==> config.mk <==
export PLATFORM = sky130hd
export DESIGN_NAME = touch_press_capture_controller_top
export DESIGN_NICKNAME = d
export VERILOG_FILES = /design/src/hdl/tpc_pkg.sv /design/src/hdl/tpc_axis_map.sv /design/src/hdl/touch_press_capture_controller_top.sv
export SDC_FILE = /design/constraint.sdc
export NUM_CORES = 1
export LEC_CHECK = 0
export BUFFER_PORTS_ARGS = -buffer_cell sky130_fd_sc_hd__clkbuf_2
export CAP_MARGIN = 5
export CORE_MARGIN = 3
export CORE_UTILIZATION = 56
export CTS_CLUSTER_DIAMETER = 120
export DETAILED_ROUTE_END_ITERATION = 10
export PLACE_DENSITY = 0.77
export SYNTH_ARGS = -nofsm -noshare
export SYNTH_HDL_FRONTEND = slang
export SYNTH_SLANG_ARGS = --single-unit
==> constraint.sdc <==
create_clock -name aclk -period 4.3 [get_ports aclk]
set_input_delay 0.43 -clock aclk [delete_from_list [all_inputs] [get_ports aclk]]
set_output_delay 0.43 -clock aclk [all_outputs]
set_load 0.005 [all_outputs]
==> src/hdl/tpc_pkg.sv <==
// Shared constants, codes and types of the touch press capture controller.
`default_nettype none

package tpc_pkg;

    // Fixed field widths.
    localparam int unsigned SAMPLE_BITS  = 10;
    localparam int unsigned CFG_BITS     = 10;
    localparam int unsigned TIMEOUT_BITS = 16;
    localparam int unsigned HOLD_BITS    = 16;
    localparam int unsigned POS_X_BITS   = 9;
    localparam int unsigned POS_Y_BITS   = 8;
    localparam int unsigned REG_IDX_BITS = 3;

    // Default screen geometry in pixels.
    localparam int unsigned DEF_SCREEN_WIDTH  = 320;
    localparam int unsigned DEF_SCREEN_HEIGHT = 240;

    // Configuration register indexes.
    localparam logic [REG_IDX_BITS-1:0] REG_X_RAW_MIN         = 3'd0;
    localparam logic [REG_IDX_BITS-1:0] REG_X_RAW_MAX         = 3'd1;
    localparam logic [REG_IDX_BITS-1:0] REG_Y_RAW_MIN         = 3'd2;
    localparam logic [REG_IDX_BITS-1:0] REG_Y_RAW_MAX         = 3'd3;
    localparam logic [REG_IDX_BITS-1:0] REG_PRESS_SETTLE_MS   = 3'd4;
    localparam logic [REG_IDX_BITS-1:0] REG_RELEASE_SETTLE_MS = 3'd5;

    // Configuration reset values.
    localparam logic [CFG_BITS-1:0] RST_RAW_MIN   = 10'd0;
    localparam logic [CFG_BITS-1:0] RST_RAW_MAX   = 10'd1023;
    localparam logic [CFG_BITS-1:0] RST_SETTLE_MS = 10'd100;

    // Input word opcodes.
    localparam logic OP_TICK = 1'b0;
    localparam logic OP_ARM  = 1'b1;

    // Result status codes.
    localparam logic STATUS_CAPTURED = 1'b0;
    localparam logic STATUS_TIMEOUT  = 1'b1;

    // Start request for one axis mapper.
    typedef struct packed {
        logic                   start;
        logic [SAMPLE_BITS-1:0] sample;
        logic [SAMPLE_BITS-1:0] raw_min;
        logic [SAMPLE_BITS-1:0] raw_max;
    } tpc_map_req_t;

endpackage

`default_nettype wire

==> src/hdl/tpc_axis_map.sv <==
// Axis mapper: clamp a raw sample to its window and scale it to pixels by bit-serial division.
`default_nettype none

module tpc_axis_map import tpc_pkg::*; #(
    parameter int unsigned SIZE   = DEF_SCREEN_WIDTH,
    parameter bit          INVERT = 1'b0
) (
    input  logic                      aclk,
    input  logic                      aresetn,
    input  tpc_map_req_t              req,
    output logic                      busy,
    output logic [$clog2(SIZE)-1:0]   pos
);

    localparam int unsigned PW = $clog2(SIZE);
    localparam int unsigned QW = $clog2(SIZE + 1);
    localparam int unsigned NW = SAMPLE_BITS + QW;
    localparam int unsigned CW = $clog2(NW + 1);

    logic [NW-1:0]          num_reg, num_next;
    logic [SAMPLE_BITS-1:0] rem_reg, rem_next;
    logic [SAMPLE_BITS-1:0] span_reg, span_next;
    logic [CW-1:0]          cnt_reg, cnt_next;
    logic                   busy_reg, busy_next;
    logic [PW-1:0]          pos_reg, pos_next;

    logic [SAMPLE_BITS-1:0] diff;
    logic [SAMPLE_BITS:0]   trial;
    logic                   fits;
    logic [QW-1:0]          quot;
    logic [QW-1:0]          mapped;
    logic [QW-1:0]          limited;

    assign diff    = req.sample - req.raw_min;
    assign trial   = {rem_reg, num_reg[NW-1]};
    assign fits    = trial >= {1'b0, span_reg};
    assign quot    = num_reg[QW-1:0];
    assign mapped  = INVERT ? (QW'(SIZE) - quot) : quot;
    assign limited = (mapped >= QW'(SIZE)) ? QW'(SIZE - 1) : mapped;

    always_comb begin
        num_next  = num_reg;
        rem_next  = rem_reg;
        span_next = span_reg;
        cnt_next  = cnt_reg;
        busy_next = busy_reg;
        pos_next  = pos_reg;
        if (req.start) begin
            if (req.sample < req.raw_min) begin
                pos_next = '0;
            end else if (req.sample > req.raw_max) begin
                pos_next = PW'(SIZE - 1);
            end else if (req.raw_max == req.raw_min) begin
                pos_next = '0;
            end else begin
                num_next  = NW'(SIZE) * NW'(diff);
                rem_next  = '0;
                span_next = req.raw_max - req.raw_min;
                cnt_next  = CW'(NW);
                busy_next = 1'b1;
            end
        end else if (busy_reg) begin
            if (cnt_reg != '0) begin
                // one quotient bit per cycle, shifted in behind the dividend
                if (fits) begin
                    rem_next = SAMPLE_BITS'(trial - {1'b0, span_reg});
                end else begin
                    rem_next = SAMPLE_BITS'(trial);
                end
                num_next = {num_reg[NW-2:0], fits};
                cnt_next = cnt_reg - 1'b1;
            end else begin
                pos_next  = PW'(limited);
                busy_next = 1'b0;
            end
        end
    end

    always_ff @(posedge aclk) begin
        if (!aresetn) begin
            busy_reg <= 1'b0;
            cnt_reg  <= '0;
            pos_reg  <= '0;
        end else begin
            busy_reg <= busy_next;
            cnt_reg  <= cnt_next;
            pos_reg  <= pos_next;
        end
    end

    always_ff @(posedge aclk) begin
        num_reg  <= num_next;
        rem_reg  <= rem_next;
        span_reg <= span_next;
    end

    assign busy = busy_reg;
    assign pos  = pos_reg;

endmodule

`default_nettype wire

==> src/hdl/touch_press_capture_controller_top.sv <==
// Touch press capture controller: capture sequencer, calibration registers and result register.
`default_nettype none

// Usage
//   s_* channel: one word per millisecond tick (s_op = tick) carrying the pen level and the
//   X/Y ADC readings, or an arm request (s_op = arm) carrying the timeout in ms (0 = none).
//   An arm drops any capture in progress and starts a new one.
//   m_* channel: at most one word per tick, either a captured position with hold time or a
//   timeout status with zero position and hold time.
//   cfg_* channel: writes calibration window and settle times; always ready, and indexes
//   beyond the register list are dropped. Write only while no capture is in flight.
// Timing
//   A result is loaded into the output register in the cycle after the tick that causes it.
//   The tick that samples X/Y starts both axis mappers, whose bit-serial dividers keep
//   s_ready low until both finish; other words do not hold off the next one.
// Reset and stall
//   aresetn (synchronous, active low) returns the sequencer to idle, clears the counters and
//   restores the calibration defaults. While a result waits on a low m_ready, s_ready is held
//   low so that no later result can overwrite it; it rises in the cycle the result is taken.

module touch_press_capture_controller_top import tpc_pkg::*; #(
    parameter int unsigned SCREEN_WIDTH  = DEF_SCREEN_WIDTH,
    parameter int unsigned SCREEN_HEIGHT = DEF_SCREEN_HEIGHT
) (
    input  logic                    aclk,
    input  logic                    aresetn,

    input  logic                    s_valid,
    output logic                    s_ready,
    input  logic                    s_op,
    input  logic                    s_pen_down,
    input  logic [SAMPLE_BITS-1:0]  s_sample_x,
    input  logic [SAMPLE_BITS-1:0]  s_sample_y,
    input  logic [TIMEOUT_BITS-1:0] s_timeout_ms,

    output logic                    m_valid,
    input  logic                    m_ready,
    output logic                    m_status,
    output logic [POS_X_BITS-1:0]   m_pos_x,
    output logic [POS_Y_BITS-1:0]   m_pos_y,
    output logic [HOLD_BITS-1:0]    m_hold_ms,

    input  logic                    cfg_valid,
    output logic                    cfg_ready,
    input  logic [REG_IDX_BITS-1:0] cfg_index,
    input  logic [CFG_BITS-1:0]     cfg_data
);

    localparam int unsigned X_BITS = $clog2(SCREEN_WIDTH);
    localparam int unsigned Y_BITS = $clog2(SCREEN_HEIGHT);

    typedef enum logic [4:0] {
        PH_IDLE           = 5'b00001,
        PH_WAIT_PRESS     = 5'b00010,
        PH_PRESS_SETTLE   = 5'b00100,
        PH_WAIT_RELEASE   = 5'b01000,
        PH_RELEASE_SETTLE = 5'b10000
    } phase_t;

    // calibration and settle registers
    logic [CFG_BITS-1:0] x_raw_min_reg, x_raw_max_reg;
    logic [CFG_BITS-1:0] y_raw_min_reg, y_raw_max_reg;
    logic [CFG_BITS-1:0] press_settle_reg, release_settle_reg;

    // sequencer state
    phase_t                  phase_reg, phase_next;
    logic [CFG_BITS-1:0]     settle_reg, settle_next;
    logic [TIMEOUT_BITS-1:0] timeout_left_reg, timeout_left_next;
    logic                    timeout_en_reg, timeout_en_next;
    logic [HOLD_BITS-1:0]    hold_reg, hold_next;

    // result register
    logic                    m_valid_reg, m_valid_next;
    logic                    m_status_reg, m_status_next;
    logic [POS_X_BITS-1:0]   m_pos_x_reg, m_pos_x_next;
    logic [POS_Y_BITS-1:0]   m_pos_y_reg, m_pos_y_next;
    logic [HOLD_BITS-1:0]    m_hold_reg, m_hold_next;

    logic                    accept;
    logic                    take_sample;
    logic                    emit;
    logic                    emit_timeout;
    logic [HOLD_BITS-1:0]    emit_hold;
    logic [HOLD_BITS-1:0]    hold_bumped;
    logic [CFG_BITS-1:0]     settle_dec;

    tpc_map_req_t            map_req_x, map_req_y;
    logic                    busy_x, busy_y;
    logic [X_BITS-1:0]       held_x;
    logic [Y_BITS-1:0]       held_y;

    // Take a new word only when both mappers are done and the result register is free
    // (or being emptied this cycle).
    assign s_ready   = !busy_x && !busy_y && (!m_valid_reg || m_ready);
    assign accept    = s_valid && s_ready;
    assign cfg_ready = 1'b1;

    assign hold_bumped = (hold_reg == '1) ? hold_reg : hold_reg + 1'b1;
    assign settle_dec  = (settle_reg != '0) ? settle_reg - 1'b1 : settle_reg;

    // Capture sequencer: one step per accepted word.
    always_comb begin
        phase_next        = phase_reg;
        settle_next       = settle_reg;
        timeout_left_next = timeout_left_reg;
        timeout_en_next   = timeout_en_reg;
        hold_next         = hold_reg;
        take_sample       = 1'b0;
        emit              = 1'b0;
        emit_timeout      = 1'b0;
        emit_hold         = hold_reg;

        if (accept) begin
            if (s_op == OP_ARM) begin
                // restart: drop whatever capture was in flight
                timeout_left_next = s_timeout_ms;
                timeout_en_next   = (s_timeout_ms != '0);
                phase_next        = PH_WAIT_PRESS;
                settle_next       = '0;
                hold_next         = '0;
            end else if (phase_reg != PH_IDLE) begin
                if (timeout_en_reg && phase_reg != PH_RELEASE_SETTLE) begin
                    timeout_left_next = timeout_left_reg - 1'b1;
                end
                if (timeout_en_reg && phase_reg != PH_RELEASE_SETTLE
                        && timeout_left_reg == TIMEOUT_BITS'(1)) begin
                    // timeout wins over any pen change on this tick
                    phase_next      = PH_IDLE;
                    timeout_en_next = 1'b0;
                    emit            = 1'b1;
                    emit_timeout    = 1'b1;
                end else begin
                    unique case (phase_reg)
                        PH_WAIT_PRESS: begin
                            if (s_pen_down) begin
                                hold_next   = '0;
                                settle_next = press_settle_reg;
                                if (press_settle_reg == '0) begin
                                    take_sample = 1'b1;
                                    phase_next  = PH_WAIT_RELEASE;
                                end else begin
                                    phase_next  = PH_PRESS_SETTLE;
                                end
                            end
                        end
                        PH_PRESS_SETTLE: begin
                            hold_next   = hold_bumped;
                            settle_next = settle_dec;
                            if (settle_dec == '0) begin
                                take_sample = 1'b1;
                                phase_next  = PH_WAIT_RELEASE;
                            end
                        end
                        PH_WAIT_RELEASE: begin
                            hold_next = hold_bumped;
                            if (!s_pen_down) begin
                                settle_next = release_settle_reg;
                                if (release_settle_reg != '0) begin
                                    phase_next = PH_RELEASE_SETTLE;
                                end else begin
                                    phase_next      = PH_IDLE;
                                    timeout_en_next = 1'b0;
                                    emit            = 1'b1;
                                    emit_hold       = hold_bumped;
                                end
                            end
                        end
                        PH_RELEASE_SETTLE: begin
                            settle_next = settle_dec;
                            if (settle_dec == '0) begin
                                phase_next      = PH_IDLE;
                                timeout_en_next = 1'b0;
                                emit            = 1'b1;
                            end
                        end
                        default: begin
                            phase_next = PH_IDLE;
                        end
                    endcase
                end
            end
        end
    end

    // Result register: load on emit, drop once taken.
    always_comb begin
        m_valid_next  = m_valid_reg;
        m_status_next = m_status_reg;
        m_pos_x_next  = m_pos_x_reg;
        m_pos_y_next  = m_pos_y_reg;
        m_hold_next   = m_hold_reg;
        if (emit) begin
            m_valid_next = 1'b1;
            if (emit_timeout) begin
                m_status_next = STATUS_TIMEOUT;
                m_pos_x_next  = '0;
                m_pos_y_next  = '0;
                m_hold_next   = '0;
            end else begin
                m_status_next = STATUS_CAPTURED;
                m_pos_x_next  = POS_X_BITS'(held_x);
                m_pos_y_next  = POS_Y_BITS'(held_y);
                m_hold_next   = emit_hold;
            end
        end else if (m_ready) begin
            m_valid_next = 1'b0;
        end
    end

    // Axis mapper requests: sample this tick's readings against the current window.
    always_comb begin
        map_req_x.start   = take_sample;
        map_req_x.sample  = s_sample_x;
        map_req_x.raw_min = x_raw_min_reg;
        map_req_x.raw_max = x_raw_max_reg;
        map_req_y.start   = take_sample;
        map_req_y.sample  = s_sample_y;
        map_req_y.raw_min = y_raw_min_reg;
        map_req_y.raw_max = y_raw_max_reg;
    end

    tpc_axis_map #(
        .SIZE   (SCREEN_WIDTH),
        .INVERT (1'b0)
    ) u_map_x (
        .aclk    (aclk),
        .aresetn (aresetn),
        .req     (map_req_x),
        .busy    (busy_x),
        .pos     (held_x)
    );

    // Y runs bottom-up on the panel, top-down on the screen
    tpc_axis_map #(
        .SIZE   (SCREEN_HEIGHT),
        .INVERT (1'b1)
    ) u_map_y (
        .aclk    (aclk),
        .aresetn (aresetn),
        .req     (map_req_y),
        .busy    (busy_y),
        .pos     (held_y)
    );

    // Configuration writes.
    always_ff @(posedge aclk) begin
        if (!aresetn) begin
            x_raw_min_reg      <= RST_RAW_MIN;
            x_raw_max_reg      <= RST_RAW_MAX;
            y_raw_min_reg      <= RST_RAW_MIN;
            y_raw_max_reg      <= RST_RAW_MAX;
            press_settle_reg   <= RST_SETTLE_MS;
            release_settle_reg <= RST_SETTLE_MS;
        end else if (cfg_valid && cfg_ready) begin
            unique case (cfg_index)
                REG_X_RAW_MIN:         x_raw_min_reg      <= cfg_data;
                REG_X_RAW_MAX:         x_raw_max_reg      <= cfg_data;
                REG_Y_RAW_MIN:         y_raw_min_reg      <= cfg_data;
                REG_Y_RAW_MAX:         y_raw_max_reg      <= cfg_data;
                REG_PRESS_SETTLE_MS:   press_settle_reg   <= cfg_data;
                REG_RELEASE_SETTLE_MS: release_settle_reg <= cfg_data;
                default: begin
                end
            endcase
        end
    end

    always_ff @(posedge aclk) begin
        if (!aresetn) begin
            phase_reg        <= PH_IDLE;
            settle_reg       <= '0;
            timeout_left_reg <= '0;
            timeout_en_reg   <= 1'b0;
            hold_reg         <= '0;
            m_valid_reg      <= 1'b0;
        end else begin
            phase_reg        <= phase_next;
            settle_reg       <= settle_next;
            timeout_left_reg <= timeout_left_next;
            timeout_en_reg   <= timeout_en_next;
            hold_reg         <= hold_next;
            m_valid_reg      <= m_valid_next;
        end
    end

    always_ff @(posedge aclk) begin
        m_status_reg <= m_status_next;
        m_pos_x_reg  <= m_pos_x_next;
        m_pos_y_reg  <= m_pos_y_next;
        m_hold_reg   <= m_hold_next;
    end

    assign m_valid   = m_valid_reg;
    assign m_status  = m_status_reg;
    assign m_pos_x   = m_pos_x_reg;
    assign m_pos_y   = m_pos_y_reg;
    assign m_hold_ms = m_hold_reg;

endmodule

`default_nettype wire
==> results.yml, run 1 <==
status:
  status: "finished, violations left"
  violations: "negative setup slack"
finish:
  layout-drive-gt1-share_pct: 15.7
  largest_reg_flops: 19
  fin_util_pct: 66.0
  syn2layout_area_growth_pct: 15.4
  final_nets: 2124
  nFillCells: 2277
  fin_cells: 2328
die:
  die_y_um: 175
  core_area_um2: 27900
  die_w_um: 175
  io_pins: 93
  die-area_um2: 30600
  num_rows: 61
  initial_core_util_pct: 57.2
min_path:
  hp-start: "s_timeout_ms[13]"
  hp-class: "in -> reg"
power:
  leakagePower_uw: 0.00757
  total_power_uw: 6940
  power_density_nw_per_um2: 377
  max-vdd-ir-drop_mv: 0.242
synth:
  synth-async-reset-ratio_pct: 0
  synth_top_area_share_pct: 20.9
  synth.avg_cell_area_um2: 8.88
  postSynthRegisterBits: 249
  synth_edf_count: 111
  synthCells: 1799
  synthTopCellsByArea: "edfxtp_1 (21%), dfxtp_1 (17%), ha_1 (9.6%)"
  synth_cell_type_count: 85
  synth_seq_area_share_pct: 38.1
  synth_top_area_cell: "edfxtp_1"
  syn-num-nets: 1997
  synthFlopType: "dfxtp_1"
  yosys_warnings: 0
  synthesis.area_um2: 16000
clocking:
  cts_root_buf: "clkbuf_16"
  cts_sinks: 249
  cts_hold_buf: 0
  clk_pin_slew_ns: 0.06
  clockBufferDepth: 3
  cts_made_buffers: 27
  clock_latency_ns: 0.54
  cts_max_level: 1
  cts_tree: "done"
global_route:
  grt_overflow_total: 0
  antenna_found_initial: 4
  grt_first_pass_wirelength_mm: 63.6
  grt_max_degree: 81
  grt_usage_pct: 24.6
  grt_pass1_vias: 13000
sta:
  layout_setup_ws_ns: -0.000875
  maxSlewViolCount: 0
  finClkSkew_ns: 0.0145
  finalCritPeriodShare_pct: 100
  hold_viol: 0
  tns_ns: -0.000875
  max_slew_margin_pct: 39.7
  period_needed_ns: 4.30
  setup_viol: 1
  worstMarginPinSlew_ns: 0.896
  rsz0062_at_grt: "yes"
  clock.fmax_mhz: 233
setup_path:
  reg2reg_to: "u_map_y.num_reg[17]"
  startpoint_type: "register"
  crit_fanout: 3
  cpMaxStageDelayCell: "fa_1"
  critPathLaunch: "y_raw_min_reg[0]"
  cpLargestDelayFamily: "compound AO/OA/AOI/OAI gates"
  cp.arrival_ns: 4.58
  worst-path-stages: 19
  path_cells: "ha_4 > inv_2 > fa_2 > a21o_1 > a2111oi_4 > xnor2_2 > buf_4 > xnor2_2 > fa_1 > inv_2 > ha_4 > or3_1 > a311o_1 > a31oi_2 > nor2b_1 > o21ai_2 > a21oi_1 > xnor2_1 > o21ai_1"
  regToRegSetupSlack_ns: -0.0009
  cp.required_ns: 4.57
  cp-end-kind: "register"
  r2r_cells: 19
  worst-path-buf-inv: 3
  slowest_delay_ns: 0.49
  endpoint: "u_map_y.num_reg[17]"
  r2r_start: "y_raw_min_reg[0]"
  crit_type: "reg -> reg"
route:
  dr_wl_met2_mm: 18.5
  routed.top_layer: "met4"
  firstDrtPassIters: 8
  antenna_left: 0
  met1Wirelength_mm: 17.4
  dr_wl_met3_mm: 1.98
  wl_mm: 38.6
  drtIter0Drc: 1036
  avgViaCountPerCell: 5.78
  drc_errors: 0
  wl_per_cell_um: 16.6
  num_vias: 13500
place:
  place_hpwl_mm: 28.3
  gp_congestion: 0.909
  dpl.cell_count: 2262
  port_buffers: 91
job:
  maxCapViolations: 0
-- routing by layer --
layer	global-route usage [%]	vias up
met3	2.82	59
li1	-	6628
met5	0	-
met1	33.9	6396
met4	6.15	0
met2	41.7	379
-- how the worst min path moves through the flow --
stage | end | depth (start not counted)
6_report | timeout_left_reg[13] | 3
3_3_place_gp | y_raw_min_reg[8] | 2
3_5_place_dp | u_map_y.pos[4] | 2
5_1_grt | m_valid | 3
2_1_floorplan | u_map_y.pos[4] | 2
4_1_cts | timeout_left_reg[13] | 3
-- worst min-delay path: cells and delay by family --
family | cells | cell delay, ns
compound gates | 2 | 0.20
buf+inv | 1 | 0.09
-- cell families after synthesis --
group                      synth area share, %
other                                   0.0235
and+or+nand+nor                           20.5
adders and majority gates                 12.1
xor gates and xnor gates                  4.33
muxes                                     1.96
AOI/OAI and AO/OA                         17.8
DFF                                       38.1
buffers and inverters                     5.21
-- cells in the mapped netlist, types with 33 or more instances --
cell type	n
nand2_1	218
dfxtp_1	138
o21ai_0	105
nor2b_1	56
nor3_1	53
nand3_1	33
nor2_1	143
edfxtp_1	111
and2_1	33
clkbuf_1	47
inv_1	138
a21boi_0	52
ha_1	123
xnor2_1	49
a21oi_1	86
-- cells in the final DEF (no fill, tap or decap), types with 15 or more instances in the layout --
cell / synthesis / layout
a21boi_0: 52 / 51
a21o_1: 23 / 23
a21oi_1: 86 / 82
and2_1: 33 / 33
buf_4: 2 / 75
clkbuf_16: 0 / 28
clkbuf_2: 0 / 90
dfxtp_1: 138 / 134
edfxtp_1: 111 / 111
fa_1: 19 / 17
ha_1: 123 / 116
inv_1: 138 / 132
mux2i_1: 29 / 29
nand2_1: 218 / 217
nand2b_1: 15 / 15
nand3_1: 33 / 33
nand4_1: 20 / 20
nor2_1: 143 / 138
nor2b_1: 56 / 55
nor3_1: 53 / 52
nor4_1: 20 / 20
o211ai_1: 26 / 26
o21a_1: 20 / 20
o21ai_0: 105 / 100
or3_1: 18 / 18
xnor2_1: 49 / 43
xor2_1: 30 / 28
-- area by class of cell --
class / instances / area [um2] / area share [%]
timing repair buffer: 166 / 1030 / 5.60
multi-input combinational: 1343 / 9330 / 50.6
clock buffer: 35 / 787 / 4.27
tap: 378 / 473 / 2.56
antenna: 4 / 10.0 / 0.0543
clock inverter: 14 / 184 / 0.997
sequential: 249 / 6100 / 33.1
inverter: 139 / 524 / 2.84
-- power by group --
group	internal (uW)	total, uW	switching [uW]
clock	1530	2500	974
sequential	2490	2510	29.2
combinational	966	1930	961
total	4980	6940	1960
-- per-stage QoR --
stage               setup WS [ns]  cell area (um2)  hold slack, ns
finish                  -0.000875            18400           0.218
global route               -0.205            18400           0.265
CTS                       0.00767            18400           0.207
detailed placement         -0.465            17200           0.455
global placement           -0.355            17200           0.451
floorplan                  -0.149            16100           0.431
-- what timing repair did --
item                                    in CTS  in global routing
gates cloned                                 0                  0
pin swaps                                   20                  3
buffers inserted                            14                  0
resized for setup                           20                 13
endpoints found under the setup margin       3                  5
Note: power is estimated with default switching activity, not from simulation.
==> run 2, diff against run 1 <==
--- a/config.mk
+++ b/config.mk
@@ -7,11 +7,11 @@
 export LEC_CHECK = 0
 export BUFFER_PORTS_ARGS = -buffer_cell sky130_fd_sc_hd__clkbuf_2
 export CAP_MARGIN = 5
-export CORE_MARGIN = 3
 export CORE_UTILIZATION = 56
 export CTS_CLUSTER_DIAMETER = 120
 export DETAILED_ROUTE_END_ITERATION = 10
 export PLACE_DENSITY = 0.77
 export SYNTH_ARGS = -nofsm -noshare
 export SYNTH_HDL_FRONTEND = slang
+export SYNTH_HIERARCHICAL = 1
 export SYNTH_SLANG_ARGS = --single-unit
==> run 2 against run 1 <==
  * The flow now finishes without violations
  * Die area shrank 1.4%
  * Via count grew 6.1%
  * Clock power shrank 12%
  * Global-route usage grew 1.6 points
  * Area after synthesis grew 3.3%
  * Sequential power is essentially flat
  * Synthesized cell count grew 2.9%
  * Non-clock buffer count shrank 7
  * Register-to-register slack gained 0.02 ns
  * Highest routed layer is now met5
==> results.yml, run 2 <==
route:
  drtIter0Drc: 1049
  firstDrtPassIters: 5
  antenna_left: 0
  num_vias: 14300
  avgViaCountPerCell: 6.02
  wl_per_cell_um: 17.0
  drc_errors: 0
  wl_mm: 40.4
global_route:
  grt_first_pass_wirelength_mm: 66.2
  grt_max_degree: 55
  grt_usage_pct: 26.3
  antenna_found_initial: 2
  grt_overflow_total: 0
  grt_pass1_vias: 13500
sta:
  hold_viol: 0
  setup_viol: 0
  period_needed_ns: 4.28
  rsz0062_at_grt: "yes"
  worstMarginPinSlew_ns: 1.26
  layout_setup_ws_ns: 0.0165
  finClkSkew_ns: 0.00827
  maxSlewViolCount: 0
  max_slew_margin_pct: 15.2
  finalCritPeriodShare_pct: 99.6
  holdWs_ns: 0.185
  clock.fmax_mhz: 233
die:
  io_pins: 93
  initial_core_util_pct: 57.2
  die_w_um: 174
  core_area_um2: 28900
  die-area_um2: 30200
  num_rows: 62
  die_y_um: 174
setup_path:
  cp.arrival_ns: 4.57
  cp.required_ns: 4.59
  crit_type: "reg -> reg"
  startpoint_type: "register"
  cp-end-kind: "register"
  crit_fanout: 3
  regToRegSetupSlack_ns: 0.02
place:
  place_hpwl_mm: 29.4
  gp_congestion: 0.916
  pre_cts_ws_ns: -0.371
  port_buffers: 91
  dpl.cell_count: 2317
finish:
  fin_util_pct: 65.3
  nFillCells: 2341
  largest_reg_flops: 19
  fin_cells: 2372
  layout-drive-gt1-share_pct: 15.4
  syn2layout_area_growth_pct: 14.1
  antenna_cells: 0
  final_common_cell: "nand2_1"
  layout_common_cells: "nand2_1 (216), inv_1 (136), dfxtp_1 (136), a21oi_1 (125), ha_1 (113)"
  final_nets: 2165
power:
  combPwrFrac_pct: 27.0
  p_switching_uw: 1920
  clkPwrFrac_pct: 34.0
  p_int_uw: 4560
  total_power_uw: 6480
  leakagePower_uw: 0.00769
  p_seq_share_pct: 39.0
  power_density_nw_per_um2: 344
  max-vdd-ir-drop_mv: 0.290
  switching_share_pct: 29.6
synth:
  yosys_warnings: 6
  synth_top_area_cell: "edfxtp_1"
  synth_top_area_share_pct: 20.2
  synth_commonest_cells: "nand2_1 (218), inv_1 (143), dfxtp_1 (138)"
  synthMostInstantiatedCell: "nand2_1"
  synth_seq_area_share_pct: 36.9
  syn-num-nets: 2048
  synthesis.area_um2: 16500
  synthTopCellsByArea: "edfxtp_1 (20%), dfxtp_1 (17%), ha_1 (9.2%)"
  synth-async-reset-ratio_pct: 0
  synthFlopType: "dfxtp_1"
  postSynthRegisterBits: 249
  synth_edf_count: 111
  synthCells: 1851
  synth_cell_type_count: 110
  synth.avg_cell_area_um2: 8.92
clocking:
  cts_sinks: 249
  cts_max_level: 1
  cts_hold_buf: 0
  clockBufferDepth: 3
  cts_root_buf: "clkbuf_16"
  clk_pin_slew_ns: 0.06
  clock_latency_ns: 0.54
  cts_made_buffers: 27
  cts_tree: "done"
min_path:
  hp-class: "in -> reg"
job:
  maxCapViolations: 0
status:
  status: "finished clean"
==> run 2: cell count changes in the layout (fill, tap and decap cells not counted), sizes merged, moves of 14 or more <==
cell	previous run	this run
o211ai	26	8
nor2	145	100
mux2	2	16
a21boi	52	5
mux2i	29	14
a21oi	88	130
nand3	33	72
nor2b	56	36
o21ai	114	85
==> run 2: power by group through the flow <==
stage	logic (uW)	registers [uW]	clock network, uW
2_1_floorplan	1080	2560	0
3_3_place_gp	1460	2580	0
3_5_place_dp	1510	2580	0
4_1_cts	1640	2530	2230
5_1_grt	1930	2530	2330
6_report	1750	2530	2200
==> run 2: final timing paths <==
check | startpoint | end | cells after the start
max | y_raw_min_reg[1] | u_map_y/num_reg[15] | 17
min | s_timeout_ms[8] | timeout_left_reg[8] | 3
max reg2reg | y_raw_min_reg[1] | u_map_y/num_reg[15] | 17
min reg2reg | y_raw_min_reg[6] | y_raw_min_reg[6] | 2
==> run 2: critical path, cell delays in order, from the launching register on <==
cell and delay (ns):
dfxtp_2 0.33, inv_2 0.05, ha_4 0.23, nor2b_4 0.12, o31a_1 0.25, o31a_1 0.31
o21ai_4 0.22, mux2i_2 0.31, a2bb2o_4 0.26, ha_4 0.26, inv_2 0.03, fa_1 0.54
inv_2 0.05, ha_4 0.21, and2_4 0.14, a311oi_4 0.33, xnor2_1 0.11, mux2_4 0.26
==> run 2: layout make-up <==
type                       count  area [um2]  area share (%)
multi-input combinational   1385        9900            52.5
sequential                   249        6100            32.4
timing repair buffer         159         982            5.21
clock buffer                  35         757            4.02
inverter                     146         548            2.91
tap                          384         480            2.55
clock inverter                14        78.8           0.418
==> run 2: logic make-up after synthesis <==
kind of cell,after synthesis,share of synthesized area (%)
adders and majority gates,143,11.7
xor gates and xnor gates,66,3.66
other,1,0.0227
DFF,249,36.9
muxes,30,1.96
and+or+nand+nor,689,21.1
buffers and inverters,217,5.10
AOI/OAI and AO/OA,456,19.5
==> run 2: timing repair <==
item	CTS	global route
gates cloned	0	0
gates resized for setup	33	22
endpoints found under the setup margin	4	6
setup buffers	3	3
pin swaps	17	17
==> run 2: metrics by stage <==
| stage | setup TNS [ns] | cell area [um2] |
|---|---|---|
| 4_1_cts | 0 | 18700 |
| 3_5_place_dp | -1.50 | 17700 |
| 3_3_place_gp | -0.771 | 17700 |
| 5_1_grt | -0.335 | 18800 |
| 2_1_floorplan | 0 | 16500 |
| 6_report | 0 | 18800 |
==> run 2: routing by layer <==
metal  track usage [%]  routed length [um]  up-vias
met3              3.33                2250      103
met5                 0                  28        -
met4              9.65                1400        4
met1              34.8               17600     6776
met2              43.9               19100      430
li1                  -                   -     6972
==> run 3, diff against run 2 <==
--- a/config.mk
+++ b/config.mk
@@ -10,6 +10,7 @@
 export CORE_UTILIZATION = 56
 export CTS_CLUSTER_DIAMETER = 120
 export DETAILED_ROUTE_END_ITERATION = 10
+export GPL_TIMING_DRIVEN = 0
 export PLACE_DENSITY = 0.77
 export SYNTH_ARGS = -nofsm -noshare
 export SYNTH_HDL_FRONTEND = slang
==> run 3 against run 2 <==
  * The run now ends with negative setup slack left
  * First-iteration DRC count grew 20%
  * Routed wire length grew 6.0%
  * Clock skew grew 0.022 ns
  * Combinational power shrank 8%
  * Register-to-register slack lost 0.20 ns
  * Utilization grew 0.49 points
  * Die area is the same
  * Critical path type unchanged
  * Critical endpoint unchanged
  * Largest cell class unchanged
==> results.yml, run 3 (synthesis gave the netlist of run 2 again) <==
status:
  status: "finished, violations left"
  violations: "negative setup slack"
global_route:
  grt_pass1_vias: 13600
  grt_max_degree: 35
  grt_overflow_total: 0
  antenna_found_initial: 2
  grt_first_pass_wirelength_mm: 68.0
  grt_usage_pct: 27.3
die:
  die_w_um: 174
  die_y_um: 174
  die-area_um2: 30200
  io_pins: 93
  num_rows: 62
  initial_core_util_pct: 57.2
  core_area_um2: 28900
sta:
  layout_setup_ws_ns: -0.184
  hold_viol: 0
  max_slew_margin_pct: 26.1
  holdWs_ns: 0.168
  maxSlewViolCount: 0
  worstMarginPinSlew_ns: 1.10
  clock.fmax_mhz: 223
  setup_viol: 4
  tns_ns: -0.530
  period_needed_ns: 4.48
  finClkSkew_ns: 0.0305
  rsz0062_at_grt: "yes"
  finalCritPeriodShare_pct: 104
clocking:
  clockBufferDepth: 3
  cts_made_buffers: 28
  clk_pin_slew_ns: 0.06
  cts_tree: "done"
  cts_max_level: 1
  cts_sinks: 249
  cts_root_buf: "clkbuf_16"
  clock_latency_ns: 0.56
finish:
  syn2layout_area_growth_pct: 15.0
  layout_common_cells: "nand2_1 (217), inv_1 (136), dfxtp_1 (135), a21oi_1 (126)"
  largest_reg_flops: 19
  antenna_cells: 0
  final_common_cell: "nand2_1"
  layout-drive-gt1-share_pct: 14.5
  final_nets: 2191
setup_path:
  crit_fanout: 5
  crit_type: "reg -> reg"
  cp-end-kind: "register"
  cp.required_ns: 4.59
  reg2reg_to: "u_map_y/num_reg[15]"
  startpoint_type: "register"
  cp.arrival_ns: 4.77
  r2r_start: "y_raw_min_reg[0]"
  regToRegSetupSlack_ns: -0.18
  r2r_cells: 16
power:
  power_density_nw_per_um2: 352
  max-vdd-ir-drop_mv: 0.382
  leakagePower_uw: 0.00770
route:
  wl_mm: 42.8
  antenna_left: 0
  drtIter0Drc: 1257
  wl_per_cell_um: 17.8
  avgViaCountPerCell: 6.10
  num_vias: 14600
  drc_errors: 0
  firstDrtPassIters: 7
min_path:
  hp-start: "s_timeout_ms[7]"
  holdPathStages: 3
  hp-class: "in -> reg"
  hold-path-endpoint: "timeout_left_reg[7]"
place:
  port_buffers: 89
  gp_congestion: 0.972
  place_hpwl_mm: 30.7
job:
  maxCapViolations: 0
-- run 3: metal layers --
metal	wire length, um	vias up	share of wire (%)	global-route usage [%]
li1	-	7042	-	-
met1	18400	6979	43	36.2
met2	20700	522	48	46.6
met3	2420	86	5.6	2.85
met4	1260	2	2.9	9.43
met5	13	-	0.030	0
-- run 3: power breakdown --
part           internal (uW)  switching, uW
Combinational            738            873
Sequential              2490           35.8
Clock                   1550            988
Total                   4780           1900
-- run 3: worst max-delay path by stage --
stage,startpoint,endpoint,slack (ns),cells after the start
floorplan,s_sample_y[0],u_map_y/num_reg[15],0.02,18
global placement,settle_reg[0],u_map_y/num_reg[15],-1.09,14
detailed placement,settle_reg[0],u_map_x/num_reg[14],-1.27,14
CTS,y_raw_min_reg[1],u_map_y/num_reg[15],0.002,18
global route,y_raw_min_reg[0],u_map_y/num_reg[17],-0.37,17
finish,y_raw_min_reg[0],u_map_y/num_reg[15],-0.18,16
-- run 3: cell type report --
class | count | area, um2
timing repair buffer | 109 | 616
inverter | 146 | 553
buffer | 69 | 298
multi-input combinational | 1391 | 9940
clock inverter | 18 | 236
tap | 384 | 480
clock buffer | 34 | 753
sequential | 249 | 6100
fill | 2358 | 9880
-- run 3: through the flow --
stage               worst slack [ns]  cells  utilization (%)  cell area (um2)  power [uW]
detailed placement             -1.27   2324             60.5            17500        3940
CTS                          0.00164   2387             64.9            18700        6590
floorplan                     0.0151   1851                -            16500        3640
global route                  -0.371   2400             65.8            19000        7000
finish                        -0.184   2400             65.8            19000        6670
global placement               -1.09   2324             60.5            17500        3900
-- run 3: worst max-delay path, cell delays in order (launching register included) --
cell	delay, ns
dfxtp_4	0.37
ha_4	0.17
fa_2	0.40
nor2b_2	0.15
o21ai_0	0.13
a21oi_1	0.36
inv_1	0.23
xnor2_2	0.27
xnor2_1	0.12
fa_1	0.50
inv_1	0.04
ha_1	0.34
o31a_1	0.33
a311oi_2	0.32
buf_4	0.17
xnor2_2	0.05
mux2_4	0.25
-- run 3: repair_timing --
| action | 4_1_cts | 5_1_grt |
|---|---|---|
| hold buffers | 0 | 0 |
| gates cloned | 2 | 4 |
| endpoints found under the hold margin | 0 | 0 |
| pin swaps | 18 | 14 |
| resized for setup | 44 | 36 |
| endpoints found under the setup margin | 134 | 96 |
| setup buffers | 10 | 10 |
